## config.mk

```make
export PLATFORM = sky130hd
export DESIGN_NAME = box_clearance_per_axis
export DESIGN_NICKNAME = d
export VERILOG_FILES = /design/src/sv/bcpa_pkg.sv /design/src/sv/bcpa_axis.sv /design/src/sv/box_clearance_per_axis.sv
export SDC_FILE = /design/constraint.sdc
export NUM_CORES = 2
export LEC_CHECK = 0
export BUFFER_PORTS_ARGS = -buffer_cell sky130_fd_sc_hd__buf_2
export CAP_MARGIN = 20
export CORE_MARGIN = 5
export CORE_UTILIZATION = 64
export DETAILED_ROUTE_END_ITERATION = 7
export GPL_TIMING_DRIVEN = 0
export PLACE_DENSITY = 0.91
export SLEW_MARGIN = 20
export SYNTH_ARGS = -nofsm -noshare
export SYNTH_HDL_FRONTEND = slang
export SYNTH_SLANG_ARGS = --single-unit
export TNS_END_PERCENT = 20
```

## constraint.sdc

```tcl
create_clock -name clk -period 8 [get_ports clk]
set_clock_uncertainty 0.2 [all_clocks]
set_input_delay 1.6 -clock clk [delete_from_list [all_inputs] [get_ports clk]]
set_output_delay 1.6 -clock clk [all_outputs]
set_load 0.05 [all_outputs]
```

## src/sv/bcpa_pkg.sv

```systemverilog
package bcpa_pkg;

    // Default coordinate width and the map extent that reset loads.
    localparam int COORD_BITS_DEF = 23;
    localparam logic [63:0] MAP_RESET_VAL = 64'd8388607;

    // Register indexes of the configuration channel.
    typedef enum logic [1:0] {
        REG_MAP_SIZE_X = 2'd0,
        REG_MAP_SIZE_Y = 2'd1,
        REG_MAP_SIZE_Z = 2'd2
    } reg_index_t;

    // Item kinds carried in tuser.
    localparam logic OP_MOVER    = 1'b0;
    localparam logic OP_OBSTACLE = 1'b1;

    // Control that the top level hands to each axis unit.
    typedef struct packed {
        logic step;   // an item is applied at this clock edge
        logic mover;  // the item loads the mover and seeds the clearances
    } axis_cmd_t;

endpackage

```

## src/sv/bcpa_axis.sv

```systemverilog
module bcpa_axis
    import bcpa_pkg::*;
#(
    parameter int COORD_BITS = COORD_BITS_DEF
)
(
    input  logic                           clk,
    input  logic                           rst_n,
    input  axis_cmd_t                      cmd,
    input  logic [COORD_BITS-1:0]          map_size,
    input  logic [COORD_BITS-1:0]          pos,
    input  logic [COORD_BITS-2:0]          half,
    output logic                           ov,
    input  logic                           ov_b,
    input  logic                           ov_d,
    output logic signed [COORD_BITS+1:0]   fwd_next,
    output logic [COORD_BITS-1:0]          back_next
);

    localparam int W = COORD_BITS + 2;

    logic [COORD_BITS-1:0]   center_reg, center_next;
    logic [COORD_BITS-2:0]   half_reg, half_next;
    logic signed [W-1:0]     fwd_reg;
    logic [COORD_BITS-1:0]   back_reg;

    logic signed [W-1:0] mc, mh, oc, oh, ms;
    logic signed [W-1:0] seed_fwd, seed_back, gap_fwd, gap_back, back_ext;
    logic                update;

    always_comb
    begin
        mc = signed'({2'b00, center_reg});
        mh = signed'({3'b000, half_reg});
        oc = signed'({2'b00, pos});
        oh = signed'({3'b000, half});
        ms = signed'({2'b00, map_size});
        back_ext = signed'({2'b00, back_reg});

        // Touching faces count as overlap.
        ov = ((mc - mh) <= (oc + oh)) && ((mc + mh) >= (oc - oh));

        seed_fwd  = ms - oc - oh;
        seed_back = oc - oh;
        gap_fwd   = oc - oh - mc - mh;
        gap_back  = mc - mh - oc - oh;

        // An obstacle only blocks this axis when it is clear of the mover here
        // and overlaps it on both other axes.
        update = cmd.step && !cmd.mover && !ov && ov_b && ov_d;

        center_next = center_reg;
        half_next   = half_reg;
        fwd_next    = fwd_reg;
        back_next   = back_reg;

        if (cmd.step && cmd.mover)
        begin
            center_next = pos;
            half_next   = half;
            fwd_next    = seed_fwd;
            back_next   = (seed_back < 0) ? '0 : seed_back[COORD_BITS-1:0];
        end
        else if (update)
        begin
            if (oc > mc)
            begin
                if (gap_fwd >= 0 && gap_fwd < fwd_reg)
                begin
                    fwd_next = gap_fwd;
                end
            end
            else if (oc < mc)
            begin
                if (gap_back >= 0 && gap_back < back_ext)
                begin
                    back_next = gap_back[COORD_BITS-1:0];
                end
            end
        end
    end

    always_ff @(posedge clk or negedge rst_n)
    begin
        if (!rst_n)
        begin
            center_reg <= '0;
            half_reg   <= '0;
            fwd_reg    <= '0;
            back_reg   <= '0;
        end
        else
        begin
            center_reg <= center_next;
            half_reg   <= half_next;
            fwd_reg    <= fwd_next;
            back_reg   <= back_next;
        end
    end

endmodule

```

## src/sv/box_clearance_per_axis.sv

```systemverilog
// An accepted word is held in the input register and applied from there; a word
// with tlast set loads its result into the output register that drives m_tdata.
// Throughput: one word per cycle; s_tready drops only while a finished result
// waits on m_tready and the word in the input register also carries tlast.
// Reset clears the mover box and all clearances to zero and loads each map size
// with its default extent; no result is pending after reset.
module box_clearance_per_axis
    import bcpa_pkg::*;
#(
    parameter int COORD_BITS = COORD_BITS_DEF
)
(
    input  logic                                      clk,
    input  logic                                      rst_n,
    input  logic                                      s_tvalid,
    output logic                                      s_tready,
    // pos_x, pos_y, pos_z, half_x, half_y, half_z, zero fill
    input  logic [((6*COORD_BITS-3+7)/8)*8-1:0]       s_tdata,
    // opcode
    input  logic                                      s_tuser,
    input  logic                                      s_tlast,
    output logic                                      m_tvalid,
    input  logic                                      m_tready,
    // clear_fwd_x, clear_back_x, clear_fwd_y, clear_back_y, clear_fwd_z,
    // clear_back_z, zero fill
    output logic [((6*COORD_BITS+6+7)/8)*8-1:0]       m_tdata,
    input  logic                                      cfg_valid,
    output logic                                      cfg_ready,
    input  logic [1:0]                                cfg_addr,
    input  logic [COORD_BITS-1:0]                     cfg_data
);

    localparam int OUT_BITS = 6 * COORD_BITS + 6;
    localparam int OUT_W    = ((OUT_BITS + 7) / 8) * 8;
    localparam int AXIS_OUT = 2 * COORD_BITS + 2;
    localparam logic [COORD_BITS-1:0] MAP_RESET = COORD_BITS'(MAP_RESET_VAL);

    logic [COORD_BITS-1:0] map_size_reg [3];

    logic                  in_valid_reg;
    logic                  in_op_reg;
    logic                  in_last_reg;
    logic [COORD_BITS-1:0] in_pos_reg [3];
    logic [COORD_BITS-2:0] in_half_reg [3];

    logic                  out_valid_reg, out_valid_next;
    logic [OUT_BITS-1:0]   out_data_reg;

    logic                  advance, fire, s_accept;
    axis_cmd_t             cmd;
    logic                  ov [3];
    logic signed [COORD_BITS+1:0] fwd_next [3];
    logic [COORD_BITS-1:0]        back_next [3];
    logic [OUT_BITS-1:0]   result_bits;

    assign cfg_ready = 1'b1;

    // The input register only waits when it holds a result-producing word and
    // the output register is still full.
    assign advance  = !(in_last_reg && out_valid_reg && !m_tready);
    assign s_tready = !in_valid_reg || advance;
    assign s_accept = s_tvalid && s_tready;
    assign fire     = in_valid_reg && advance;

    assign cmd.step  = fire;
    assign cmd.mover = (in_op_reg == OP_MOVER);

    genvar a;
    generate
        for (a = 0; a < 3; a++)
        begin : g_axis
            bcpa_axis #(.COORD_BITS(COORD_BITS)) u_axis (
                .clk       (clk),
                .rst_n     (rst_n),
                .cmd       (cmd),
                .map_size  (map_size_reg[a]),
                .pos       (in_pos_reg[a]),
                .half      (in_half_reg[a]),
                .ov        (ov[a]),
                .ov_b      (ov[(a + 1) % 3]),
                .ov_d      (ov[(a + 2) % 3]),
                .fwd_next  (fwd_next[a]),
                .back_next (back_next[a])
            );

            assign result_bits[a*AXIS_OUT +: COORD_BITS+2] = fwd_next[a];
            assign result_bits[a*AXIS_OUT+COORD_BITS+2 +: COORD_BITS] = back_next[a];
        end
    endgenerate

    always_comb
    begin
        out_valid_next = out_valid_reg;
        if (fire && in_last_reg)
        begin
            out_valid_next = 1'b1;
        end
        else if (m_tready)
        begin
            out_valid_next = 1'b0;
        end
    end

    always_ff @(posedge clk or negedge rst_n)
    begin
        if (!rst_n)
        begin
            map_size_reg[0] <= MAP_RESET;
            map_size_reg[1] <= MAP_RESET;
            map_size_reg[2] <= MAP_RESET;
        end
        else if (cfg_valid && cfg_ready)
        begin
            case (cfg_addr)
                REG_MAP_SIZE_X: map_size_reg[0] <= cfg_data;
                REG_MAP_SIZE_Y: map_size_reg[1] <= cfg_data;
                REG_MAP_SIZE_Z: map_size_reg[2] <= cfg_data;
                default: ;
            endcase
        end
    end

    always_ff @(posedge clk or negedge rst_n)
    begin
        if (!rst_n)
        begin
            in_valid_reg  <= 1'b0;
            in_last_reg   <= 1'b0;
            out_valid_reg <= 1'b0;
        end
        else
        begin
            out_valid_reg <= out_valid_next;
            if (s_accept)
            begin
                in_valid_reg <= 1'b1;
                in_last_reg  <= s_tlast;
            end
            else if (advance)
            begin
                in_valid_reg <= 1'b0;
                in_last_reg  <= 1'b0;
            end
        end
    end

    always_ff @(posedge clk)
    begin
        if (s_accept)
        begin
            in_op_reg <= s_tuser;
            for (int i = 0; i < 3; i++)
            begin
                in_pos_reg[i]  <= s_tdata[i*COORD_BITS +: COORD_BITS];
                in_half_reg[i] <= s_tdata[3*COORD_BITS + i*(COORD_BITS-1) +: COORD_BITS-1];
            end
        end
        if (fire && in_last_reg)
        begin
            out_data_reg <= result_bits;
        end
    end

    assign m_tvalid = out_valid_reg;
    assign m_tdata  = OUT_W'(out_data_reg);

endmodule

```

==> impl_metrics.yaml <==
run_status:
  outcome: "finished with violations"
  violations: "DRC, setup timing"
floorplan:
  pin_count: 315
  start_util_pct: 64.4
  coreArea_sq_um: 98300
  die_area_sq_um: 105000
  dieHeight_um: 324
  dieWidth_um: 324
  row_count: 115
power:
  power.switching_mw: 16.9
  p_leak_nw: 34.0
  ir_worst_vdd_mv: 0.453
  p_comb_share_pct: 74.0
  intPower_mw: 15.6
  powerDensity_nw_per_um2: 439
  p_sw_share_pct: 52.1
  pwr-share-clk_pct: 11.9
  power_frac_seq_pct: 14.1
worst_setup_path:
  crit_arrival_ps: 8440
  endpoint_kind: "flop"
  cp_max_fo: 7
  critical_path_class: "flop to flop"
  cp_slowest_cell: "o311ai_4"
  crit_top_cell: "a21oi_2"
  ff2ff_path_depth: 37
  timing.rr.end: "m_tdata[14]"
  cp.required_ps: 8260
  max_stage_delay_ps: 660
  crit-reg2reg-launch: "in_pos_reg[0][0]"
  rrSetupSlack_ps: -180
  critPathLaunchType: "flop"
min_path:
  hold_start: "g_axis[2].u_axis.fwd_reg[24]"
  whs_endpoint: "g_axis[2].u_axis.fwd_reg[24]"
  hold_class: "flop to flop"
  holdPathStages: 2
drt:
  dr.first_iter.drc_count: 7181
  via_count: 59837
  vias_per_cell: 6.62
  drc_errors: 15
  wl_met3_um: 33400
  dr.pass1.iters: 8
  ant_nets: 0
  topRoutingLayerUsed: "met5"
  drt-total-wl_um: 238000
  wire_per_inst_um: 26.4
  met1_length_um: 88800
  wl_met2_um: 99200
yosys:
  synth_seq_area_share_pct: 27.3
  synth-warning-count: 0
  syn_avg_cell_area_sq_um: 8.90
  synthDistinctLibCells: 111
  syn_area_sq_um: 63200
  syn_nets: 8436
  async_flop_share_pct: 55.6
  synth_flop_cell: "dfrtp_1"
  postSynthRegisterBits: 631
  synth-edff-count: 280
  netlist_instances: 7104
placement:
  dp_slack_ps: -2020
  portBuffers: 312
  place_congestion: 1.06
  placed_area_sq_um: 66800
  dpl.hpwl_um: 184000
  dpl.cell_count: 8717
layout:
  final_common_cell: "ha_1"
  largest_reg_flops: 144
  drive_gt1_share_pct: 17.8
  nNetsFinal: 9011
  fin_cells: 9035
  syn2layout_area_growth_pct: 16.8
  fin_area_sq_um: 73900
  final_cell_mix: "ha_1, inv_1, nor2_1"
clocking:
  insertion_delay_ps: 680
  path_clk_slew_ps: 60
  numCtsBuffers: 78
  cts_buffer_depth: 3
  numClockSinks: 631
  htreeDepth: 3
  postCtsHoldBufs: 0
  cts_tree: "yes"
  root_buffer: "clkbuf_16"
sta:
  final-hold-violation-count: 0
  worst_pin_slew_ps: 1330
  fin_crit_sh_pct: 102
  grt_setup_unrepaired: "yes"
  fmax_mhz: 122
  finalMaxSlewViolations: 0
  maxSlewHeadroom_pct: 10.4
  period_minus_slack_ps: 8180
  setup_ws_ps: -180
  fin_setup_tns_ps: -4810
  setup_viol: 79
flow_run:
  max_cap_violations: 0
global_routing:
  grt_pass1_wl_um: 344000
  track_usage_pct: 42.5
  grt_max_degree: 96
  antenna_found_initial: 10
  grt_overflow: 0
  first_global_vias: 57105
## worst max-delay path, delay by kind of cell (launching register included)
family,cells,cell delay (ps)
AOI/OAI and AO/OA,15,2950
buffers and inverters,6,840
DFF,1,490
and+or+nand+nor,7,1010
adders and majority gates,7,2170
xor gates and xnor gates,2,280
## power groups by stage
stage          combinational, mW  clock, mW  sequential [mW]
3_5_place_dp                19.9          0             4.60
5_1_grt                     25.6       3.99             4.62
4_1_cts                     21.3       3.86             4.54
2_1_floorplan               14.0          0             4.63
6_report                    24.0       3.87             4.58
3_3_place_gp                19.2          0             4.60
## metrics by stage
stage	hold WS [ps]	util (%)	total power [mW]
after floorplan	278	-	18.6
after global placement	329	67.6	23.8
after CTS	347	72.8	29.7
after detailed placement	347	68.0	24.5
after global routing	404	75.2	34.2
final	361	75.2	32.5
## area by class of cell
| class | count | area (sq um) |
|---|---|---|
| multi-input cells | 5341 | 44400 |
| clock buffers | 92 | 2110 |
| diodes | 4 | 10.0 |
| plain buffers | 201 | 1030 |
| inverters | 921 | 3470 |
| fillers | 7018 | 24400 |
| clock inverters | 53 | 623 |
| well taps | 1287 | 1610 |
| repair buffers | 505 | 3330 |
| flip-flops and latches | 631 | 17300 |
## kinds of logic after synthesis
kind of cell	count (synthesis)	synth area share [%]
buffers and inverters	1133	6.88
adder cells (fa/ha/maj)	1167	24.9
XOR/XNOR	450	6.24
flip-flops	631	27.3
AND/OR/NAND/NOR	1768	13.9
AO/OA/AOI/OAI	1871	19.3
other	1	0.00593
multiplexers	83	1.47
## metal layers
metal / up-vias / global-route usage (%)
met4: 2 / 22.8
met2: 3986 / 62.6
met5: - / 0
met1: 28721 / 55.6
met3: 952 / 14.0
li1: 26176 / -
## synthesized netlist by cell type, drive strengths merged, types with 60 or more instances
library cell	n	area, sq um
nor2b	95	594
xnor2	349	3060
inv	920	3460
a21o	163	1220
xor2	101	885
ha	1014	12700
nand3	144	733
fa	150	3000
nor3	146	762
or3	60	375
nor2	487	1850
nand4	147	932
dfstp	69	1810
nand2b	98	621
o21ai	447	2270
mux2	74	837
o21a	92	691
a31oi	134	838
edfxtp	280	8410
o21bai	87	653
nand2	377	1420
o31ai	80	616
clkbuf	155	583
dfrtp	282	7060
a21oi	441	2210
## timing repair
action	in CTS	in global routing
setup endpoints to repair	288	288
pin swaps	52	203
endpoints found under the hold margin	0	0
buffers inserted	69	106
cloned	0	4
gates resized for setup	312	337
## worst max-delay path by stage
| stage | slack [ps] | from | cells after the start | end |
|---|---|---|---|---|
| 3_3_place_gp | -2420 | rst_n | 1 | g_axis[0].u_axis.back_reg[10] |
| 2_1_floorplan | 680 | g_axis[0].u_axis.center_reg[2] | 36 | m_tdata[43] |
| 3_5_place_dp | -2020 | in_half_reg[0][1] | 33 | m_tdata[24] |
| 5_1_grt | -410 | g_axis[0].u_axis.center_reg[4] | 35 | m_tdata[43] |
| 4_1_cts | -30 | g_axis[0].u_axis.center_reg[0] | 36 | m_tdata[42] |
| 6_report | -180 | in_pos_reg[0][0] | 37 | m_tdata[14] |
No activity file was read; power rests on OpenSTA's default activity.
